$ cat config.mk
export PLATFORM = sky130hd
export DESIGN_NAME = stochastic_length_event_step_top
export DESIGN_NICKNAME = d
export VERILOG_FILES = /design/src/rtl/slest_pkg.sv /design/src/rtl/slest_pos_mem.sv /design/src/rtl/slest_div.sv /design/src/rtl/stochastic_length_event_step_top.sv
export SDC_FILE = /design/constraint.sdc
export NUM_CORES = 2
export LEC_CHECK = 0
export ABC_AREA = 1
export BUFFER_PORTS_ARGS = -buffer_cell sky130_fd_sc_hd__buf_2
export CAP_MARGIN = 5
export CORE_ASPECT_RATIO = 0.7
export CORE_MARGIN = 4
export CORE_UTILIZATION = 40
export DETAILED_ROUTE_END_ITERATION = 8
export GPL_ROUTABILITY_DRIVEN = 0
export PLACE_DENSITY = 0.54
export RECOVER_POWER = 100
export SLEW_MARGIN = 15
export SYNTH_ARGS = -nofsm -noshare
export SYNTH_HDL_FRONTEND = slang
export SYNTH_HIERARCHICAL = 1
export SYNTH_SLANG_ARGS = --single-unit
export TNS_END_PERCENT = 100
$ cat constraint.sdc
create_clock -name clk -period 18.71 [get_ports clk]
set_clock_uncertainty 0.15 [all_clocks]
set_input_delay 3.742 -clock clk [delete_from_list [all_inputs] [get_ports clk]]
set_output_delay 3.742 -clock clk [all_outputs]
set_load 0.01 [all_outputs]
$ cat src/rtl/slest_pkg.sv
`timescale 1ns / 1ps
// Shared constants, codes and types for the stochastic length event step block.
package slest_pkg;

  localparam int MAX_CARRIERS_DEF = 64;
  localparam int MAX_LENGTH_DEF   = 1023;

  localparam int CFG_IDX_W   = 3;
  localparam int CFG_DATA_W  = 48;
  localparam int RATE_W      = 10;
  localparam int TIME_W      = 48;
  localparam int EXP_W       = 32;
  localparam int SEL_W       = 16;
  localparam int STATUS_W    = 3;
  localparam int CIDX_W      = 6;
  localparam int SPOS_W      = 11;
  localparam int TRACK_W     = 10;
  localparam int CNT_CHG_W   = 32;
  localparam int ACT_W       = 7;

  // configuration register indexes
  localparam logic [CFG_IDX_W-1:0] REG_ACTIVE   = 3'd0;
  localparam logic [CFG_IDX_W-1:0] REG_INIT_LEN = 3'd1;
  localparam logic [CFG_IDX_W-1:0] REG_LIMIT    = 3'd2;
  localparam logic [CFG_IDX_W-1:0] REG_FWD      = 3'd3;
  localparam logic [CFG_IDX_W-1:0] REG_BWD      = 3'd4;
  localparam logic [CFG_IDX_W-1:0] REG_SHRINK   = 3'd5;

  localparam logic FUNC_LOAD = 1'b0;

  typedef enum logic [STATUS_W-1:0] {
    ST_LOADED   = 3'd0,
    ST_MOVED    = 3'd1,
    ST_GREW     = 3'd2,
    ST_SHRANK   = 3'd3,
    ST_LIMIT    = 3'd4,
    ST_FINISHED = 3'd5,
    ST_OVERFLOW = 3'd6
  } status_t;

  typedef enum logic [3:0] {
    S_IDLE, S_DISPATCH, S_SUM, S_TOTAL, S_DIV, S_TCHK, S_WALK, S_MOVE, S_SHIFT, S_OUT
  } fsm_t;

endpackage

$ cat src/rtl/slest_pos_mem.sv
`timescale 1ns / 1ps
// Carrier position memory: one write port, one registered read port.
module slest_pos_mem import slest_pkg::*; #(
  parameter int DEPTH = MAX_CARRIERS_DEF,
  parameter int AW    = 6,
  parameter int DW    = 11
) (
  input  logic          clk,
  input  logic          rd_en,
  input  logic [AW-1:0] rd_addr,
  output logic [DW-1:0] rd_data,
  input  logic          wr_en,
  input  logic [AW-1:0] wr_addr,
  input  logic [DW-1:0] wr_data
);

  logic [DW-1:0] mem [DEPTH];

  always_ff @(posedge clk) begin
    if (wr_en) begin
      mem[wr_addr] <= wr_data;
    end
    if (rd_en) begin
      rd_data <= mem[rd_addr];
    end
  end

endmodule

$ cat src/rtl/slest_div.sv
`timescale 1ns / 1ps
// Restoring divider, one quotient bit per cycle.
module slest_div import slest_pkg::*; #(
  parameter int DIV_W = 17
) (
  input  logic             clk,
  input  logic             rst_n,
  input  logic             start,
  input  logic [EXP_W-1:0] dividend,
  input  logic [DIV_W-1:0] divisor,
  output logic             done,
  output logic [EXP_W-1:0] quotient
);

  localparam int STEP_W = $clog2(EXP_W + 1);

  logic [DIV_W:0]      rem_r;
  logic [EXP_W-1:0]    q_r;
  logic [DIV_W-1:0]    dvs_r;
  logic [STEP_W-1:0]   step_r;
  logic                busy_r;
  logic [DIV_W:0]      rem_sh;
  logic                ge;

  assign rem_sh   = {rem_r[DIV_W-1:0], q_r[EXP_W-1]};
  assign ge       = rem_sh >= {1'b0, dvs_r};
  assign quotient = q_r;

  always_ff @(posedge clk) begin
    if (!rst_n) begin
      busy_r <= 1'b0;
      done   <= 1'b0;
      step_r <= '0;
    end else begin
      done <= 1'b0;
      if (start) begin
        busy_r <= 1'b1;
        step_r <= '0;
      end else if (busy_r) begin
        step_r <= step_r + 1'b1;
        if (step_r == STEP_W'(EXP_W - 1)) begin
          busy_r <= 1'b0;
          done   <= 1'b1;
        end
      end
    end
  end

  always_ff @(posedge clk) begin
    if (start) begin
      rem_r <= '0;
      q_r   <= dividend;
      dvs_r <= divisor;
    end else if (busy_r) begin
      rem_r <= ge ? rem_sh - {1'b0, dvs_r} : rem_sh;
      q_r   <= {q_r[EXP_W-2:0], ge};
    end
  end

endmodule

$ cat src/rtl/stochastic_length_event_step_top.sv
`timescale 1ns / 1ps
// Top level of the stochastic length event step block.
//
// Input channel (in_valid / in_stall): one item per request. func low loads
// one carrier position and restarts the run; func high performs one event
// step. Result channel (out_valid / out_stall): exactly one item per input.
// Configuration (cfg_we / cfg_idx / cfg_wdata) is to be written by the user
// only while idle; the block itself does not enforce this. Items are taken
// one at a time; in_stall stays high until the result is placed in the
// output register. A step item makes one pass over the position memory for
// the rate sum, a run of the serial divider, one pass for the event pick
// and, on a shrink, one read-modify-write pass for the edge shift; the single
// read port of the position memory sets the pass length.
// After reset the run is finished, time, length and change count are zero
// and the registers hold their defaults; carrier positions are unknown until
// loaded. When the receiver stalls, the result holds in the output register
// and the next item may already be accepted and worked on; it waits for the
// slot before its own result is shown.
module stochastic_length_event_step_top import slest_pkg::*; #(
  parameter int MAX_CARRIERS = MAX_CARRIERS_DEF,
  parameter int MAX_LENGTH   = MAX_LENGTH_DEF
) (
  input  logic                    clk,
  input  logic                    rst_n,
  input  logic                    cfg_we,
  input  logic [CFG_IDX_W-1:0]    cfg_idx,
  input  logic [CFG_DATA_W-1:0]   cfg_wdata,
  input  logic                    in_valid,
  output logic                    in_stall,
  input  logic                    in_func,
  input  logic [CIDX_W-1:0]       in_carrier_index,
  input  logic signed [SPOS_W-1:0] in_start_position,
  input  logic [SEL_W-1:0]        in_select_draw,
  input  logic [EXP_W-1:0]        in_exp_draw,
  output logic                    out_valid,
  input  logic                    out_stall,
  output logic [STATUS_W-1:0]     out_status,
  output logic [CIDX_W-1:0]       out_moved_carrier,
  output logic [TRACK_W-1:0]      out_track_length,
  output logic [TIME_W-1:0]       out_sim_time,
  output logic [CNT_CHG_W-1:0]    out_change_count,
  output logic                    out_record_point
);

  localparam int AW     = (MAX_CARRIERS > 1) ? $clog2(MAX_CARRIERS) : 1;
  localparam int CNT_W  = $clog2(MAX_CARRIERS + 1);
  localparam int CMP_W  = (CNT_W > ACT_W) ? CNT_W : ACT_W;
  localparam int LEN_W0 = $clog2(MAX_LENGTH + 1);
  localparam int LEN_W  = (LEN_W0 > TRACK_W) ? LEN_W0 : TRACK_W;
  localparam int POS_W  = LEN_W + 1;
  localparam int TOT_W  = $clog2((MAX_CARRIERS + 1) * 1023 + 1);
  localparam int TGT_W  = TOT_W + SEL_W;

  // configuration
  logic [ACT_W-1:0]   active_r;
  logic [TRACK_W-1:0] init_len_r;
  logic [TIME_W-1:0]  limit_r;
  logic [RATE_W-1:0]  fwd_r, bwd_r, shrink_r;

  // captured item
  logic              func_r;
  logic [CIDX_W-1:0] cidx_r;
  logic [SPOS_W-1:0] spos_r;
  logic [SEL_W-1:0]  sel_r;
  logic [EXP_W-1:0]  exp_r;

  // run state
  logic [LEN_W-1:0]     len_r;
  logic [TIME_W-1:0]    time_r;
  logic [CNT_CHG_W-1:0] chg_r;
  logic                 fin_r;

  // working registers
  fsm_t              state_r, state_nxt;
  logic [CNT_W-1:0]  rd_cnt_r;
  logic              pend_r;
  logic [AW-1:0]     pend_idx_r;
  logic [TOT_W-1:0]  total_r;
  logic [TOT_W-1:0]  prefix_r;
  logic [TIME_W:0]   tsum_r;
  logic [TGT_W-1:0]  target_r;
  logic [POS_W-1:0]  mpos_r;
  logic [AW-1:0]     carrier_r;
  status_t           status_r;
  logic              rec_r;

  // output register
  logic                 out_valid_r;
  logic [STATUS_W-1:0]  out_status_r;
  logic [CIDX_W-1:0]    out_carrier_r;
  logic [TRACK_W-1:0]   out_len_r;
  logic [TIME_W-1:0]    out_time_r;
  logic [CNT_CHG_W-1:0] out_chg_r;
  logic                 out_rec_r;

  // memory port
  logic             rd_en, wr_en;
  logic [AW-1:0]    rd_addr, wr_addr;
  logic [POS_W-1:0] rd_data, wr_data;

  logic [CNT_W-1:0] n_c;
  logic             issue;
  logic             out_free;
  logic [TOT_W-1:0] rate_c;
  logic [TOT_W-1:0] pfx_c;
  logic             hit_c;
  logic [EXP_W-1:0] tau;
  logic             div_start, div_done;
  logic [TOT_W-1:0] tot_c;
  logic signed [POS_W:0] np_c, len_s, shpos_c;
  logic             load_ok;

  assign n_c = (CMP_W'(active_r) > CMP_W'(MAX_CARRIERS)) ? CNT_W'(MAX_CARRIERS)
                                                         : CNT_W'(active_r);
  assign issue    = rd_cnt_r < n_c;
  assign out_free = !out_valid_r || !out_stall;
  assign rate_c   = rd_data[POS_W-1] ? TOT_W'(bwd_r) : TOT_W'(fwd_r);
  assign pfx_c    = prefix_r + rate_c;
  assign hit_c    = {pfx_c, {SEL_W{1'b0}}} > target_r;
  assign tot_c    = total_r + ((len_r != '0) ? TOT_W'(shrink_r) : '0);
  assign np_c     = $signed({mpos_r[POS_W-1], mpos_r}) + (POS_W + 1)'(1);
  assign len_s    = $signed({2'b00, len_r});
  assign shpos_c  = $signed({rd_data[POS_W-1], rd_data});
  assign load_ok  = (CNT_W + CIDX_W)'(cidx_r) < (CNT_W + CIDX_W)'(MAX_CARRIERS);

  assign in_stall          = (state_r != S_IDLE);
  assign out_valid         = out_valid_r;
  assign out_status        = out_status_r;
  assign out_moved_carrier = out_carrier_r;
  assign out_track_length  = out_len_r;
  assign out_sim_time      = out_time_r;
  assign out_change_count  = out_chg_r;
  assign out_record_point  = out_rec_r;

  slest_pos_mem #(.DEPTH(MAX_CARRIERS), .AW(AW), .DW(POS_W)) u_mem (
    .clk     (clk),
    .rd_en   (rd_en),
    .rd_addr (rd_addr),
    .rd_data (rd_data),
    .wr_en   (wr_en),
    .wr_addr (wr_addr),
    .wr_data (wr_data)
  );

  // divisor is sampled on start, while the full total is still combinational
  slest_div #(.DIV_W(TOT_W)) u_div (
    .clk      (clk),
    .rst_n    (rst_n),
    .start    (div_start),
    .dividend (exp_r),
    .divisor  (tot_c),
    .done     (div_done),
    .quotient (tau)
  );

  // next state and memory control
  always_comb begin
    state_nxt = state_r;
    rd_en     = 1'b0;
    rd_addr   = rd_cnt_r[AW-1:0];
    wr_en     = 1'b0;
    wr_addr   = pend_idx_r;
    wr_data   = rd_data;
    div_start = 1'b0;
    case (state_r)
      S_IDLE: begin
        if (in_valid) state_nxt = S_DISPATCH;
      end
      S_DISPATCH: begin
        if (func_r == FUNC_LOAD) begin
          wr_en     = load_ok;
          wr_addr   = AW'(cidx_r);
          wr_data   = POS_W'($signed(spos_r));
          state_nxt = S_OUT;
        end else if (fin_r || time_r >= limit_r) begin
          state_nxt = S_OUT;
        end else begin
          state_nxt = S_SUM;
        end
      end
      S_SUM: begin
        rd_en = issue;
        if (!issue && !pend_r) state_nxt = S_TOTAL;
      end
      S_TOTAL: begin
        if (tot_c == '0) begin
          state_nxt = S_OUT;
        end else begin
          div_start = 1'b1;
          state_nxt = S_DIV;
        end
      end
      S_DIV: begin
        if (div_done) state_nxt = S_TCHK;
      end
      S_TCHK: begin
        state_nxt = (tsum_r > {1'b0, limit_r}) ? S_OUT : S_WALK;
      end
      S_WALK: begin
        rd_en = issue;
        if (pend_r && hit_c) state_nxt = S_MOVE;
        else if (!issue && !pend_r) state_nxt = S_SHIFT;
      end
      S_MOVE: begin
        wr_en   = 1'b1;
        wr_addr = carrier_r;
        if (np_c > len_s) begin
          wr_data = (len_r >= LEN_W'(MAX_LENGTH)) ? POS_W'(-len_s) : POS_W'(-(len_s + 1));
        end else begin
          wr_data = POS_W'(np_c);
        end
        state_nxt = S_OUT;
      end
      S_SHIFT: begin
        rd_en = issue;
        if (pend_r) begin
          // carriers sitting at either edge follow the tip inward
          if (shpos_c == len_s + 1) begin
            wr_en   = 1'b1;
            wr_data = POS_W'(shpos_c - 1);
          end else if (shpos_c == -len_s - 1) begin
            wr_en   = 1'b1;
            wr_data = POS_W'(shpos_c + 1);
          end
        end
        if (!issue && !pend_r) state_nxt = S_OUT;
      end
      S_OUT: begin
        if (out_free) state_nxt = S_IDLE;
      end
      default: state_nxt = S_IDLE;
    endcase
  end

  always_ff @(posedge clk) begin
    if (!rst_n) begin
      state_r     <= S_IDLE;
      active_r    <= ACT_W'(1);
      init_len_r  <= '0;
      limit_r     <= TIME_W'(65536);
      fwd_r       <= RATE_W'(200);
      bwd_r       <= RATE_W'(350);
      shrink_r    <= RATE_W'(1);
      len_r       <= '0;
      time_r      <= '0;
      chg_r       <= '0;
      fin_r       <= 1'b1;
      out_valid_r <= 1'b0;
      pend_r      <= 1'b0;
      rd_cnt_r    <= '0;
    end else begin
      state_r <= state_nxt;
      if (cfg_we) begin
        case (cfg_idx)
          REG_ACTIVE:   active_r   <= cfg_wdata[ACT_W-1:0];
          REG_INIT_LEN: init_len_r <= cfg_wdata[TRACK_W-1:0];
          REG_LIMIT:    limit_r    <= cfg_wdata[TIME_W-1:0];
          REG_FWD:      fwd_r      <= cfg_wdata[RATE_W-1:0];
          REG_BWD:      bwd_r      <= cfg_wdata[RATE_W-1:0];
          REG_SHRINK:   shrink_r   <= cfg_wdata[RATE_W-1:0];
          default: ;
        endcase
      end
      // output slot: refill wins over the drain of the previous item
      if (state_r == S_OUT && out_free) out_valid_r <= 1'b1;
      else if (out_valid_r && !out_stall) out_valid_r <= 1'b0;

      case (state_r)
        S_DISPATCH: begin
          rd_cnt_r <= '0;
          pend_r   <= 1'b0;
          if (func_r == FUNC_LOAD) begin
            len_r  <= LEN_W'(init_len_r);
            time_r <= '0;
            chg_r  <= '0;
            fin_r  <= 1'b0;
          end else if (fin_r || time_r >= limit_r) begin
            fin_r <= 1'b1;
          end
        end
        S_SUM, S_WALK, S_SHIFT: begin
          if (state_r == S_WALK && pend_r && hit_c) begin
            pend_r <= 1'b0;
          end else if (state_r == S_WALK && !issue && !pend_r) begin
            // no carrier picked: the track shrinks
            len_r    <= len_r - 1'b1;
            chg_r    <= chg_r + 1'b1;
            rd_cnt_r <= '0;
          end else begin
            if (issue) rd_cnt_r <= rd_cnt_r + 1'b1;
            pend_r <= issue;
          end
          if (state_r == S_SHIFT && !issue && !pend_r) begin
            time_r <= tsum_r[TIME_W-1:0];
            fin_r  <= (tsum_r == {1'b0, limit_r});
          end
        end
        S_TOTAL: begin
          if (tot_c == '0) begin
            time_r <= limit_r;
            fin_r  <= 1'b1;
          end
        end
        S_TCHK: begin
          rd_cnt_r <= '0;
          pend_r   <= 1'b0;
          if (tsum_r > {1'b0, limit_r}) begin
            time_r <= limit_r;
            fin_r  <= 1'b1;
          end
        end
        S_MOVE: begin
          if (np_c > len_s && len_r < LEN_W'(MAX_LENGTH)) begin
            len_r <= len_r + 1'b1;
            chg_r <= chg_r + 1'b1;
          end
          time_r <= tsum_r[TIME_W-1:0];
          fin_r  <= (tsum_r == {1'b0, limit_r});
        end
        default: ;
      endcase
    end
  end

  // datapath registers without reset
  always_ff @(posedge clk) begin
    if (state_r == S_IDLE && in_valid) begin
      func_r <= in_func;
      cidx_r <= in_carrier_index;
      spos_r <= in_start_position;
      sel_r  <= in_select_draw;
      exp_r  <= in_exp_draw;
    end
    if (state_r == S_OUT && out_free) begin
      out_status_r  <= status_r;
      out_carrier_r <= CIDX_W'(carrier_r);
      out_len_r     <= TRACK_W'(len_r);
      out_time_r    <= time_r;
      out_chg_r     <= chg_r;
      out_rec_r     <= rec_r;
    end
    if (state_r == S_SUM && pend_r) total_r <= total_r + rate_c;
    if (state_r == S_WALK && pend_r) begin
      prefix_r   <= pfx_c;
      carrier_r  <= pend_idx_r;
      mpos_r     <= rd_data;
    end
    if (rd_en) pend_idx_r <= rd_addr;
    if (state_r == S_DIV && div_done) begin
      tsum_r   <= {1'b0, time_r} + (TIME_W + 1)'(tau);
      target_r <= TGT_W'(total_r) * TGT_W'(sel_r);
    end
    case (state_r)
      S_DISPATCH: begin
        total_r   <= '0;
        carrier_r <= '0;
        rec_r     <= 1'b0;
        status_r  <= (func_r == FUNC_LOAD) ? ST_LOADED : ST_FINISHED;
      end
      S_TOTAL: begin
        total_r  <= tot_c;
        status_r <= ST_LIMIT;
        rec_r    <= 1'b1;
      end
      S_TCHK: begin
        prefix_r <= '0;
        status_r <= ST_LIMIT;
        rec_r    <= 1'b1;
      end
      S_WALK: begin
        if (!issue && !pend_r) begin
          status_r  <= ST_SHRANK;
          rec_r     <= 1'b1;
          carrier_r <= '0;
        end
      end
      S_MOVE: begin
        if (np_c > len_s) begin
          if (len_r >= LEN_W'(MAX_LENGTH)) begin
            status_r <= ST_OVERFLOW;
            rec_r    <= (tsum_r == {1'b0, limit_r});
          end else begin
            status_r <= ST_GREW;
            rec_r    <= 1'b1;
          end
        end else begin
          status_r <= ST_MOVED;
          rec_r    <= (tsum_r == {1'b0, limit_r});
        end
      end
      default: ;
    endcase
  end

endmodule
==> impl_metrics.tcl <==
set metrics [dict create \
    synth-seq-cells 1297 \
    grt_max_degree 186 \
    synthTopCellsByCount "2197 x nand2_1, 1050 x edfxtp_1, 875 x nand3_1" \
    cts_buffer_depth 3 \
    synth_most_common_cell "nand2_1" \
    routed_wl_um 211000 \
    dr_wl_met3_um 16800 \
    yosysTopAreaCellShare_pct 44.3 \
    crit_path_end_kind "register" \
    cts.sink_count 1297 \
    slew_headroom_pct -308 \
    post-dp-hpwl_um 142000 \
    wire_per_inst_um 20.4 \
    top_layer_used "met4" \
    initial_core_util_pct 40.3 \
    syn_area_sq_um 71200 \
    vias 54085 \
    crit_type "reg -> reg" \
    grt_first_pass_wirelength_um 318000 \
    fillCellCount 17181 \
    drc 0 \
    drt_pass1_iterations 6 \
    synth_ff_type "edfxtp_1" \
    syn_area_per_cell_sq_um 9.18 \
    area_delta_synth_final_pct 10.3 \
    drtAntennaViolNets 0 \
    critical_path_peak_fanout 185 \
    synth.distinct_cells 58 \
    drive_gt1_share_pct 5.10 \
    die_w_um 512 \
    m1WireLength_um 103000 \
    synth.yosys.seq_area_share_pct 51.3 \
    overflow 0 \
    grt_use_total_pct 22.2 \
    layout.cells.non_filler 10327 \
    cts-root-buf "clkbuf_16" \
    synth-async-reset-ratio_pct 0 \
    reg2reg_from "rd_cnt_r[0]" \
    status "complete, but fails checks" \
    period_minus_slack_ns 10.79 \
    rows 129 \
    finalNetCount 8515 \
    antenna_found_initial 13 \
    synth_fp_nets 8420 \
    first_global_vias 50861 \
    dp_cells 10069 \
    viasPerCell 5.24 \
    fmax_mhz 92.6 \
    die_height_um 361 \
    die_area_sq_um 185000 \
    clk_latency_ns 0.80 \
    synthCells 7755 \
    setup_tns_ns 0 \
    cts_hold_buf 0 \
    coreArea_sq_um 177000 \
    worst_slew_pin_slew_ns 6.12 \
    worstPathArrival_ns 11.15 \
    violations "capacitance limit, slew limit" \
    cts_tree "built" \
    cts_setup_buffers 0 \
    cts_buffers 137 \
    synth_edf_count 1050 \
    drv_cap 30 \
    synth_top_area_cell "edfxtp_1" \
    hold_viol 0 \
    hold_path.startpoint "rec_r" \
    hp-class "reg -> reg" \
    h-tree-depth 4 \
    startpoint "rd_cnt_r[0]" \
    finalSetupViolCount 0 \
    rsz0062_at_grt "no" \
    routed-wl-met2_um 87200 \
    port_buffers 223 \
    min_period_over_period_pct 57.7 \
    ys.warnings.count 6 \
    num_io_pins 224 \
    fin_hold_ws_ns 0.290 \
    finalMaxSlewViolations 1714 \
    dr.first_iter.drc_count 5865 \
    cp.required_ns 19.06 \
    final_util_pct 44.4 \
    start_kind "register" \
    synth_area_leaders "edfxtp_1 44%, nand2_1 12%, dfxtp_1 6.9%" \
    clkTransAtPathRegs_ns 0.07 \
    cts_resized 0 \
]
-- worst paths after layout --
path / depth (start not counted) / end / slack [ns]
worst min register to register: 0 / out_record_point / 0.29
worst max register to register: 10 / u_mem/rd_data[1] / 7.92
worst min-delay path: 0 / out_record_point / 0.29
worst max-delay path: 10 / u_mem/rd_data[1] / 7.92
-- logic make-up after synthesis --
group | Yosys count | share of synthesized area, %
buf+inv | 1223 | 6.91
simple gates | 3807 | 22.4
compound gates | 712 | 5.48
fa+ha+maj | 543 | 11.8
flops | 1297 | 51.3
xor+xnor | 173 | 2.15
-- layout by cell type, fill, tap and decap left out, types with 7 or more instances in the layout --
master,n
o21a_1,10
edfxtp_1,1050
o21bai_1,9
buf_4,30
nor4_1,12
xnor2_1,62
dfxtp_1,246
clkbuf_16,141
clkbuf_1,186
nor2_2,7
inv_2,21
nand2_1,2199
o211ai_1,15
a21o_1,12
o21ai_0,245
a31oi_1,10
nand4_1,44
fa_1,214
a21boi_0,9
xor2_1,110
a21oi_1,326
nor2_1,523
nand2_2,11
nand3_1,868
inv_1,852
clkinv_1,38
nand3b_1,22
a22oi_1,51
ha_1,329
clkinv_2,23
nor2_4,8
nand3_2,11
o22ai_1,8
or2_2,7
bufinv_16,12
buf_2,99
and3_1,8
nor3_1,75
-- cell type report --
| type | instances | area, sq um | share of cell area [%] |
|---|---|---|---|
| flip-flops and latches | 1297 | 36500 | 46.5 |
| multi-input cells | 5235 | 29800 | 38.0 |
| clock buffers | 172 | 3690 | 4.71 |
| inverters | 888 | 3340 | 4.26 |
| well taps | 2358 | 2950 | 3.76 |
| repair buffers | 291 | 1360 | 1.73 |
| clock inverters | 80 | 840 | 1.07 |
| diodes | 6 | 15.0 | 0.0191 |
-- registers in the layout, indices dropped and copies added (netlist names), 11 cells and up --
name / cells
u_mem/mem: 704
tsum_r: 49
limit_r: 48
out_sim_time: 48
time_r: 48
target_r: 33
chg_r: 32
exp_r: 32
out_change_count: 32
u_div/quotient: 32
prefix_r: 17
total_r: 17
u_div/dvs_r: 17
u_div/rem_r: 17
sel_r: 16
mpos_r: 11
spos_r: 11
u_mem/rd_data: 11
-- stage by stage --
step	cell area [sq um]	worst slack (ns)
final	78500	7.92
after global routing	78500	7.05
after CTS	78900	11.93
after floorplan	71200	9.97
after detailed placement	74300	11.94
after global placement	74300	11.98
-- per-layer routing --
layer,track usage [%],up-vias
met1,35.0,26090
li1,-,25822
met5,0,-
met2,31.6,1938
met3,3.90,235
met4,5.01,0
-- worst max-delay path, stage by stage (launching register included) --
cell	delay, ns
dfxtp_1	1.67
clkinvlp_2	5.56
buf_12	1.59
nand2_1	0.20
nand3_1	0.11
nand3_1	0.17
nand2_1	0.21
nand2_1	0.11
nand3_1	0.21
nand3_1	0.15
nand2_1	0.09
Power is left out: the tool's default activity adds up to more than one toggle a clock period on the data nets, which glitch-free logic cannot reach.
